### src/sv/sha1_pkg.sv
// shared types, constants and round functions of the sha-1 engine
package sha1_pkg;

  // sequencer states
  typedef enum logic [2:0] {
    ST_IDLE,
    ST_ROUND,
    ST_ADD,
    ST_PAD,
    ST_EMIT
  } state_e;

  localparam int unsigned RndW = 7;
  localparam int unsigned PosW = 6;
  localparam int unsigned LenW = 64;

  localparam logic [RndW-1:0] LAST_ROUND = 7'd79;
  localparam logic [PosW-1:0] FULL_POS   = 6'd63;
  localparam logic [PosW-1:0] LEN_POS    = 6'd56;
  localparam logic [7:0]      PAD_BYTE   = 8'h80;
  localparam logic [7:0]      ZERO_BYTE  = 8'h00;

  // initial hash words
  localparam logic [31:0] IV0 = 32'h67452301;
  localparam logic [31:0] IV1 = 32'hEFCDAB89;
  localparam logic [31:0] IV2 = 32'h98BADCFE;
  localparam logic [31:0] IV3 = 32'h10325476;
  localparam logic [31:0] IV4 = 32'hC3D2E1F0;

  // round constants
  localparam logic [31:0] K0 = 32'h5A827999;
  localparam logic [31:0] K1 = 32'h6ED9EBA1;
  localparam logic [31:0] K2 = 32'h8F1BBCDC;
  localparam logic [31:0] K3 = 32'hCA62C1D6;

  // controls towards the schedule window
  typedef struct packed {
    logic            wr_byte;
    logic [7:0]      byte_val;
    logic [PosW-1:0] pos;
    logic            wr_len;
    logic [LenW-1:0] len;
    logic            shift;
  } sched_ctrl_t;

  // controls towards the round unit
  typedef struct packed {
    logic            load;
    logic            step;
    logic            add;
    logic            reinit;
    logic [RndW-1:0] rnd;
  } round_ctrl_t;

  // boolean function of the round group
  function automatic logic [31:0] round_f(logic [RndW-1:0] rnd, logic [31:0] b,
                                          logic [31:0] c, logic [31:0] d);
    logic [31:0] res;
    if (rnd < 7'd20) begin
      res = (b & c) | (~b & d);
    end else if (rnd < 7'd40 || rnd >= 7'd60) begin
      res = b ^ c ^ d;
    end else begin
      res = (b & c) | (b & d) | (c & d);
    end
    return res;
  endfunction

  // additive constant of the round group
  function automatic logic [31:0] round_k(logic [RndW-1:0] rnd);
    logic [31:0] res;
    if (rnd < 7'd20) begin
      res = K0;
    end else if (rnd < 7'd40) begin
      res = K1;
    end else if (rnd < 7'd60) begin
      res = K2;
    end else begin
      res = K3;
    end
    return res;
  endfunction

endpackage

### src/sv/sha1_if.sv
// handshake channels for message bytes and digests

interface sha1_in_if;
  logic       valid;
  logic       ready;
  logic [7:0] data_byte;
  logic       byte_present;
  logic       last_byte;

  modport source(output valid, output data_byte, output byte_present, output last_byte,
                 input ready);
  modport sink(input valid, input data_byte, input byte_present, input last_byte,
               output ready);
endinterface

interface sha1_out_if;
  logic        valid;
  logic        ready;
  logic [31:0] digest_word0;
  logic [31:0] digest_word1;
  logic [31:0] digest_word2;
  logic [31:0] digest_word3;
  logic [31:0] digest_word4;

  modport source(output valid, output digest_word0, output digest_word1,
                 output digest_word2, output digest_word3, output digest_word4,
                 input ready);
  modport sink(input valid, input digest_word0, input digest_word1,
               input digest_word2, input digest_word3, input digest_word4,
               output ready);
endinterface

### src/sv/sha1_sched.sv
// 16-word block buffer that doubles as the message schedule shift window
module sha1_sched (
  input  logic                  clk_i,
  input  sha1_pkg::sched_ctrl_t ctrl_i,
  output logic [31:0]           w_o
);

  logic [31:0] win_q [16];
  logic [31:0] mix;
  logic [31:0] w_new;
  logic [3:0]  word_idx;
  logic [4:0]  lane_off;

  // next schedule word, sixteen words ahead of the current one
  assign mix      = win_q[13] ^ win_q[8] ^ win_q[2] ^ win_q[0];
  assign w_new    = {mix[30:0], mix[31]};
  assign word_idx = ctrl_i.pos[5:2];
  assign lane_off = {~ctrl_i.pos[1:0], 3'b000};
  assign w_o      = win_q[0];

  // byte packing, length words and window shift
  always_ff @(posedge clk_i) begin
    if (ctrl_i.shift) begin
      for (int i = 0; i < 15; i++) begin
        win_q[i] <= win_q[i+1];
      end
      win_q[15] <= w_new;
    end else begin
      if (ctrl_i.wr_byte) begin
        if (ctrl_i.pos[1:0] == 2'd0) begin
          win_q[word_idx] <= {ctrl_i.byte_val, 24'd0};
        end else begin
          win_q[word_idx][lane_off +: 8] <= ctrl_i.byte_val;
        end
      end
      if (ctrl_i.wr_len) begin
        win_q[14] <= ctrl_i.len[63:32];
        win_q[15] <= ctrl_i.len[31:0];
      end
    end
  end

endmodule

### src/sv/sha1_round.sv
// shared round unit: working registers, one round per cycle, chaining values
module sha1_round (
  input  logic                  clk_i,
  input  logic                  rst_ni,
  input  sha1_pkg::round_ctrl_t ctrl_i,
  input  logic [31:0]           w_i,
  output logic [4:0][31:0]      chain_o
);

  logic [4:0][31:0] wk_q;
  logic [4:0][31:0] chain_q;
  logic [31:0]      tmp;
  logic [31:0]      fval;

  // one round of the compression function
  assign fval = sha1_pkg::round_f(ctrl_i.rnd, wk_q[1], wk_q[2], wk_q[3]);
  assign tmp  = {wk_q[0][26:0], wk_q[0][31:27]} + fval + wk_q[4]
              + sha1_pkg::round_k(ctrl_i.rnd) + w_i;

  // working registers
  always_ff @(posedge clk_i) begin
    if (ctrl_i.load) begin
      wk_q <= chain_q;
    end else if (ctrl_i.step) begin
      wk_q[0] <= tmp;
      wk_q[1] <= wk_q[0];
      wk_q[2] <= {wk_q[1][1:0], wk_q[1][31:2]};
      wk_q[3] <= wk_q[2];
      wk_q[4] <= wk_q[3];
    end
  end

  // chaining values
  always_ff @(posedge clk_i or negedge rst_ni) begin
    if (!rst_ni) begin
      chain_q <= {sha1_pkg::IV4, sha1_pkg::IV3, sha1_pkg::IV2, sha1_pkg::IV1, sha1_pkg::IV0};
    end else if (ctrl_i.reinit) begin
      chain_q <= {sha1_pkg::IV4, sha1_pkg::IV3, sha1_pkg::IV2, sha1_pkg::IV1, sha1_pkg::IV0};
    end else if (ctrl_i.add) begin
      for (int i = 0; i < 5; i++) begin
        chain_q[i] <= chain_q[i] + wk_q[i];
      end
    end
  end

  assign chain_o = chain_q;

  // the chaining values are only updated while no round is running
  assert property (@(posedge clk_i) disable iff (!rst_ni)
    ctrl_i.step |=> $stable(chain_q) || $past(ctrl_i.add) || $past(ctrl_i.reinit))
    else $error("chain values changed during a round");

  // a load never coincides with a round step
  assert property (@(posedge clk_i) disable iff (!rst_ni) !(ctrl_i.load && ctrl_i.step))
    else $error("load and round step together");

  // addition never coincides with a round step
  assert property (@(posedge clk_i) disable iff (!rst_ni) !(ctrl_i.add && ctrl_i.step))
    else $error("chain add during a round");

endmodule

### src/sv/sha1_hash_engine.sv
// sha-1 hash engine top level: byte intake, padding sequencer and digest output
// one message byte is taken per cycle while idle; a byte that fills a 64-byte block
// starts the rounds through the shared round unit, then the chain add (load goes with it)
// on the last byte, padding writes one byte per cycle up to the length slot,
// then one or two compressions run and the emit state loads the digest
// the digest register lets the next message start while a digest waits
// reset sets the initial hash words and clears counters; the block buffer is not cleared
module sha1_hash_engine (
  input  logic             clk_i,
  input  logic             rst_ni,
  sha1_in_if.sink          msg_i,
  sha1_out_if.source       dig_o
);

  sha1_pkg::state_e                  state_q, state_d;
  logic [sha1_pkg::PosW-1:0]         pos_q, pos_d;
  logic [sha1_pkg::LenW-1:0]         len_q, len_d;
  logic [sha1_pkg::RndW-1:0]         rnd_q, rnd_d;
  logic                              last_pend_q, last_pend_d;
  logic                              pad_first_q, pad_first_d;
  logic                              final_q, final_d;
  logic                              out_valid_q;
  logic [4:0][31:0]                  digest_q;
  logic [4:0][31:0]                  chain;
  logic [31:0]                       w;
  logic                              in_fire;
  logic                              emit;
  sha1_pkg::sched_ctrl_t             sc;
  sha1_pkg::round_ctrl_t             rc;

  assign msg_i.ready = (state_q == sha1_pkg::ST_IDLE);
  assign in_fire     = msg_i.valid && (state_q == sha1_pkg::ST_IDLE);

  sha1_sched u_sched (
    .clk_i  (clk_i),
    .ctrl_i (sc),
    .w_o    (w)
  );

  sha1_round u_round (
    .clk_i   (clk_i),
    .rst_ni  (rst_ni),
    .ctrl_i  (rc),
    .w_i     (w),
    .chain_o (chain)
  );

  // sequencer registers
  always_ff @(posedge clk_i or negedge rst_ni) begin
    if (!rst_ni) begin
      state_q     <= sha1_pkg::ST_IDLE;
      pos_q       <= '0;
      len_q       <= '0;
      rnd_q       <= '0;
      last_pend_q <= 1'b0;
      pad_first_q <= 1'b0;
      final_q     <= 1'b0;
    end else begin
      state_q     <= state_d;
      pos_q       <= pos_d;
      len_q       <= len_d;
      rnd_q       <= rnd_d;
      last_pend_q <= last_pend_d;
      pad_first_q <= pad_first_d;
      final_q     <= final_d;
    end
  end

  // next state and unit controls
  always_comb begin
    state_d     = state_q;
    pos_d       = pos_q;
    len_d       = len_q;
    rnd_d       = rnd_q;
    last_pend_d = last_pend_q;
    pad_first_d = pad_first_q;
    final_d     = final_q;
    emit        = 1'b0;
    sc          = '0;
    sc.pos      = pos_q;
    sc.len      = len_q;
    rc          = '0;
    rc.rnd      = rnd_q;
    unique case (state_q)
      sha1_pkg::ST_IDLE: begin
        if (in_fire) begin
          if (msg_i.byte_present) begin
            sc.wr_byte  = 1'b1;
            sc.byte_val = msg_i.data_byte;
            pos_d       = pos_q + 6'd1;
            len_d       = len_q + 64'd8;
          end
          if (msg_i.last_byte) begin
            last_pend_d = 1'b1;
            pad_first_d = 1'b1;
          end
          if (msg_i.byte_present && pos_q == sha1_pkg::FULL_POS) begin
            rc.load = 1'b1;
            state_d = sha1_pkg::ST_ROUND;
          end else if (msg_i.last_byte) begin
            state_d = sha1_pkg::ST_PAD;
          end
        end
      end
      sha1_pkg::ST_ROUND: begin
        sc.shift = 1'b1;
        rc.step  = 1'b1;
        if (rnd_q == sha1_pkg::LAST_ROUND) begin
          rnd_d   = '0;
          state_d = sha1_pkg::ST_ADD;
        end else begin
          rnd_d = rnd_q + 7'd1;
        end
      end
      sha1_pkg::ST_ADD: begin
        rc.add = 1'b1;
        if (final_q) begin
          state_d = sha1_pkg::ST_EMIT;
        end else if (last_pend_q) begin
          state_d = sha1_pkg::ST_PAD;
        end else begin
          state_d = sha1_pkg::ST_IDLE;
        end
      end
      sha1_pkg::ST_PAD: begin
        if (!pad_first_q && pos_q == sha1_pkg::LEN_POS) begin
          sc.wr_len = 1'b1;
          pos_d     = '0;
          final_d   = 1'b1;
          rc.load   = 1'b1;
          state_d   = sha1_pkg::ST_ROUND;
        end else begin
          sc.wr_byte  = 1'b1;
          sc.byte_val = pad_first_q ? sha1_pkg::PAD_BYTE : sha1_pkg::ZERO_BYTE;
          pad_first_d = 1'b0;
          pos_d       = pos_q + 6'd1;
          if (pos_q == sha1_pkg::FULL_POS) begin
            rc.load = 1'b1;
            state_d = sha1_pkg::ST_ROUND;
          end
        end
      end
      sha1_pkg::ST_EMIT: begin
        if (!out_valid_q || dig_o.ready) begin
          emit        = 1'b1;
          rc.reinit   = 1'b1;
          len_d       = '0;
          final_d     = 1'b0;
          last_pend_d = 1'b0;
          state_d     = sha1_pkg::ST_IDLE;
        end
      end
      default: state_d = sha1_pkg::ST_IDLE;
    endcase
  end

  // digest output register
  always_ff @(posedge clk_i or negedge rst_ni) begin
    if (!rst_ni) begin
      out_valid_q <= 1'b0;
    end else if (emit) begin
      out_valid_q <= 1'b1;
    end else if (dig_o.ready) begin
      out_valid_q <= 1'b0;
    end
  end

  always_ff @(posedge clk_i) begin
    if (emit) begin
      digest_q <= chain;
    end
  end

  assign dig_o.valid        = out_valid_q;
  assign dig_o.digest_word0 = digest_q[0];
  assign dig_o.digest_word1 = digest_q[1];
  assign dig_o.digest_word2 = digest_q[2];
  assign dig_o.digest_word3 = digest_q[3];
  assign dig_o.digest_word4 = digest_q[4];

  // the last round always hands over to the chain add
  assert property (@(posedge clk_i) disable iff (!rst_ni)
    (state_q == sha1_pkg::ST_ROUND && rnd_q == sha1_pkg::LAST_ROUND)
      |=> state_q == sha1_pkg::ST_ADD)
    else $error("round loop did not end in chain add");

  // a new digest only appears out of the emit state
  assert property (@(posedge clk_i) disable iff (!rst_ni)
    $rose(out_valid_q) |-> $past(state_q) == sha1_pkg::ST_EMIT)
    else $error("digest raised outside emit");

  // the final block is only compressed for a message that has ended
  assert property (@(posedge clk_i) disable iff (!rst_ni) final_q |-> last_pend_q)
    else $error("final block without message end");

  // rounds never start from an idle beat unless the block was just filled
  assert property (@(posedge clk_i) disable iff (!rst_ni)
    (state_q == sha1_pkg::ST_IDLE && state_d == sha1_pkg::ST_ROUND)
      |-> pos_q == sha1_pkg::FULL_POS)
    else $error("compression started on a partial block");

endmodule

### src/flat_wrapper.sv
// flat-port wrapper written by rule: the top's interface ports become plain ports
module sha1_hash_engine_flat 
  (clk_i, rst_ni, msg_i_valid, msg_i_data_byte, msg_i_byte_present, msg_i_last_byte, msg_i_ready, dig_o_valid, dig_o_digest_word0, dig_o_digest_word1, dig_o_digest_word2, dig_o_digest_word3, dig_o_digest_word4, dig_o_ready);
  sha1_in_if msg_i_i ();
  sha1_out_if dig_o_i ();
  input  logic clk_i;
  input  logic rst_ni;
  input wire logic [$bits(msg_i_i.valid)-1:0] msg_i_valid;
  input wire logic [$bits(msg_i_i.data_byte)-1:0] msg_i_data_byte;
  input wire logic [$bits(msg_i_i.byte_present)-1:0] msg_i_byte_present;
  input wire logic [$bits(msg_i_i.last_byte)-1:0] msg_i_last_byte;
  output wire logic [$bits(msg_i_i.ready)-1:0] msg_i_ready;
  output wire logic [$bits(dig_o_i.valid)-1:0] dig_o_valid;
  output wire logic [$bits(dig_o_i.digest_word0)-1:0] dig_o_digest_word0;
  output wire logic [$bits(dig_o_i.digest_word1)-1:0] dig_o_digest_word1;
  output wire logic [$bits(dig_o_i.digest_word2)-1:0] dig_o_digest_word2;
  output wire logic [$bits(dig_o_i.digest_word3)-1:0] dig_o_digest_word3;
  output wire logic [$bits(dig_o_i.digest_word4)-1:0] dig_o_digest_word4;
  input wire logic [$bits(dig_o_i.ready)-1:0] dig_o_ready;
  assign msg_i_i.valid = msg_i_valid;
  assign msg_i_i.data_byte = msg_i_data_byte;
  assign msg_i_i.byte_present = msg_i_byte_present;
  assign msg_i_i.last_byte = msg_i_last_byte;
  assign msg_i_ready = msg_i_i.ready;
  assign dig_o_valid = dig_o_i.valid;
  assign dig_o_digest_word0 = dig_o_i.digest_word0;
  assign dig_o_digest_word1 = dig_o_i.digest_word1;
  assign dig_o_digest_word2 = dig_o_i.digest_word2;
  assign dig_o_digest_word3 = dig_o_i.digest_word3;
  assign dig_o_digest_word4 = dig_o_i.digest_word4;
  assign dig_o_i.ready = dig_o_ready;
  sha1_hash_engine u_core (.clk_i(clk_i), .rst_ni(rst_ni), .msg_i(msg_i_i), .dig_o(dig_o_i));
endmodule
### config.mk
export PLATFORM = sky130hd
export DESIGN_NAME = sha1_hash_engine_flat
export DESIGN_NICKNAME = d
export VERILOG_FILES = /design/src/sv/sha1_pkg.sv /design/src/sv/sha1_if.sv /design/src/sv/sha1_sched.sv /design/src/sv/sha1_round.sv /design/src/sv/sha1_hash_engine.sv /design/src/flat_wrapper.sv
export SDC_FILE = /design/constraint.sdc
export NUM_CORES = 2
export LEC_CHECK = 0
export ABC_CLOCK_PERIOD_IN_PS = 6610
export BUFFER_PORTS_ARGS = -buffer_cell sky130_fd_sc_hd__buf_2
export CORE_ASPECT_RATIO = 1.2
export CORE_MARGIN = 5
export CORE_UTILIZATION = 40
export DETAILED_ROUTE_END_ITERATION = 10
export GPL_TIMING_DRIVEN = 0
export PLACE_DENSITY = 0.64
export SYNTH_ARGS = -nofsm -noshare
export SYNTH_HDL_FRONTEND = slang
export SYNTH_SLANG_ARGS = --single-unit
export TNS_END_PERCENT = 30
### constraint.sdc
create_clock -name clk_i -period 6.61 [get_ports clk_i]
set_input_delay 1.6525 -clock clk_i [delete_from_list [all_inputs] [get_ports clk_i]]
set_output_delay 1.6525 -clock clk_i [all_outputs]
set_load 0.1 [all_outputs]
==> results.md <==
* Inserted Clock Buffers at 113
* Yosys top cell by area: edfxtp_1
* Syn avg cell area at about 11 µm²
* Largest cells by area after synthesis: edfxtp_1 44%, dfrtp_1 7.1%, o21ai_0 6.8%, nand2_1 5.6%, fa_1 4.4%
* Initial core utilization at 0.402
* Slew at the pin closest to its max-slew limit at roughly 1.6 ns
* Clk_lat worst skew at approximately 0.75 ns
* Final WL at between 150000 and 200000 µm
* Vias in the first global route at between 40000 and 50000
* Site Rows at between 150 and 200
* CTS tree: done
* CTS root buf: clkbuf_16
* Die width at roughly 350 µm
* Full die area at 0.150 mm²
* Setup Skew at between 0.04 and 0.05 ns
* Total number of vias at around 43000
* Seq/Total Area, Yosys at 0.548
* Htree depth at 3
* CP Class: flop to flop
* CP Max Fanout at 10
* Ant diodes at 0
* Setup-failing EPs final at 0
* WL/cell at ~24 µm
* Mapped Nets at 5610
* Layout cells sized above 1 at 0.110
* I/O Buffers at around 180
* Via-per-instance ratio at 5.66
* Placer congestion estimate at 1.00
* EDFF count, synth at about 830
* Slew Viols, Final at 12
* Worst EP required at 7.07 ns
* Max Freq at approximately 160 MHz
* Iter 0 DRT Violations at between 4000 and 5000
* Rel. slew slack at -0.0593
* Area grow syn2layout at 13.4%
* Synth Cell Area at 0.0568 mm²
* Hold/Removal Path Class: flop to flop
* Total power after layout at ~14 mW
* Post-synthesis register bit count at around 1100
* First-pass GRT wire length at ~260000 µm
* Peak VDD IR at about 0.19 mV
* Initial antenna violation count at 1
* CP arrival at 6.84 ns
* Ports at 176
* Gr usage total at 0.234
* DP HPWL at ~130000 µm
* CP Capture Type: flop
* Ys Warns at 0
* Pre-antenna DRT Iters at 6
* ANT nets after route at 0
* Core area at between 0.1 and 0.15 mm²
* Post-synth top cells: 854 x nand2_1, 832 x edfxtp_1, 771 x o21ai_0, 308 x inv_1, 262 x a21oi_1
* Clock Sinks at 1073
* Clock-pin slew on the worst setup and hold paths at ~0.060 ns
* Post-DP Area at approximately 0.060 mm²
* Largest buffer count on any clock path at 3
* Layout Utilization at 0.456
* Ys flop type: edfxtp_1
* Critical path startpoint category: flop
* Post-route minimum period at between 6 and 7 ns
* Most frequent cell after synthesis: nand2_1
* Top cell type's share of synthesized area at 0.440
* Die Height at 423 µm
* Failing checks: max-capacitance violations, max-slew violations
* Layout Cells excl Fill at ~7500
* Final-stage net count at around 5900
* Drt drc at 0
* Gr ovfl total at 0
* Number of library cell types mapped by synthesis at between 80 and 90
* Max-cap violations at 3
* PD cells at approximately 220 mW/mm²
* Final TNS setup at 0 ns
* Hold Vio Cnt, Final at 0
* Largest net degree at the start of global routing at between 90 and 100
* Outcome: finished with violations
* Placed cells at around 7300
* Fin area at between 0.06 and 0.07 mm²
* Final Cycle Share at 0.965
* Async SR Flop Fraction at 0.225
* Cell count after synthesis at about 5300
* LEAKAGE at 25.3 nW
[state kept, by name, indices dropped and copies added, names as in the netlist, 61 cells and up]
name	cells
u_core.u_round.wk_q	160
u_core.u_sched.win_q	512
u_core.u_round.chain_o	160
u_core.len_q	61
[critical path, cell delays in order (launching register included)]
cell	delay, ns
dfrtp_2	0.47
a41oi_4	0.24
and2_4	0.23
inv_1	0.13
nand2_2	0.16
clkinvlp_4	0.26
buf_6	0.25
a221oi_4	0.28
fa_2	0.54
fa_1	0.52
fa_1	0.47
inv_1	0.07
ha_1	0.16
inv_1	0.05
fa_1	0.40
nor2b_1	0.12
o21ai_0	0.12
a21o_1	0.26
a311oi_4	0.40
o21ai_2	0.17
a31oi_2	0.20
nand4_1	0.12
nand4b_1	0.12
a21oi_1	0.10
xnor2_1	0.14
o21ai_0	0.09
[kinds of logic (layout without fill, tap and decap cells)]
group,after synthesis,in the layout,share of synthesized area
buf+inv,542,942,0.0366
compound gates,1395,1395,0.140
simple gates,1503,1503,0.116
xor+xnor,311,311,0.0480
flops,1073,1073,0.548
fa+ha+maj,325,325,0.0881
mux,122,122,0.0232
[cell type report]
type / count / area, µm²
Multi-Input combinational cell: 3656 / 23900
Fill cell: 13000 / 76700
Inverter: 309 / 1160
Clock inverter: 76 / 903
Sequential cell: 1073 / 31100
Clock buffer: 137 / 2980
Buffer: 229 / 928
Timing Repair Buffer: 191 / 1160
Tap cell: 1836 / 2300
[report_power, final]
group                  switching, mW  total [mW]  leakage [nW]  internal [mW]
clock                           2.87        6.76          1.87           3.90
sequential     0.0000000000000000671        7.19          11.2           7.19
combinational                 0.0444      0.0523          12.3        0.00788
[stage by stage]
step / worst slack, ns / hold WS (ns)
floorplan: -0.776 / 0.458
global placement: -4.42 / 0.495
detailed placement: -1.88 / 0.499
CTS: 0.0100 / 0.497
global route: -0.000210 / 0.519
finish: 0.232 / 0.498
[cell usage in the layout (no fill, tap or decap), types with 16 or more instances in the layout]
cell	Yosys	routed
nand2b_1	44	43
o22ai_1	16	16
and2_1	38	38
a21o_1	75	75
mux2_2	79	79
o211ai_1	32	32
a22o_1	19	19
a31oi_1	24	22
fa_1	125	124
a21oi_1	262	261
nor3_1	54	50
and3_1	19	19
inv_1	308	307
o21a_1	35	35
dfrtp_1	161	157
clkinv_1	1	18
nand2_1	854	852
mux2i_1	43	43
xor2_1	115	115
bufinv_16	0	17
a211oi_1	48	48
clkinv_2	0	17
xnor2_1	196	196
edfxtp_1	832	832
ha_1	200	200
nand4_1	19	19
nor2_1	246	246
dfstp_2	80	80
nand3_1	116	116
o21bai_1	24	24
clkbuf_1	195	205
nor2b_1	29	29
buf_2	22	196
o21ai_0	771	769
or3_1	28	28
clkbuf_16	0	116
[layer usage]
metal / up-vias / global-route usage / wire length (µm)
li1: 19300 / - / -
met5: - / 0 / 0
met1: 20900 / 0.296 / 70200
met3: 390 / 0.0379 / 14000
met2: 1892 / 0.389 / 85100
met4: 0 / 0.122 / 10800
[path summary, 6_finish.rpt]
| kind | from | endpoint | slack, ns | cells after the start |
|---|---|---|---|---|
| max | u_core.rnd_q[2]$_DFFE_PN0P_ | u_core.u_round.wk_q[31]$_DFFE_PP_ | 0.23 | 25 |
| min | u_core.u_sched.win_q[9][5]$_DFFE_PP_ | u_core.u_sched.win_q[8][5]$_DFFE_PP_ | 0.50 | 2 |
| max reg2reg | u_core.rnd_q[2]$_DFFE_PN0P_ | u_core.u_round.wk_q[31]$_DFFE_PP_ | 0.23 | 25 |
| min reg2reg | u_core.u_sched.win_q[9][5]$_DFFE_PP_ | u_core.u_sched.win_q[8][5]$_DFFE_PP_ | 0.50 | 2 |
| max in group asynchronous | rst_ni | u_core.u_round.chain_o[67]$_DFFE_PN1P_ | 4.28 | 3 |
| min in group asynchronous | rst_ni | u_core.pad_first_q$_DFFE_PN0P_ | 0.88 | 1 |
[what timing repair did]
item / in CTS / in global routing
setup buffers: 3 / 2
setup endpoints to repair: 27 / 12
gates cloned: 0 / 0
hold buffers: 0 / 0
pin swaps: 4 / 4
gates resized for setup: 35 / 19
endpoints found under the hold margin: 0 / 0
Power figures use the tool's default switching activity.
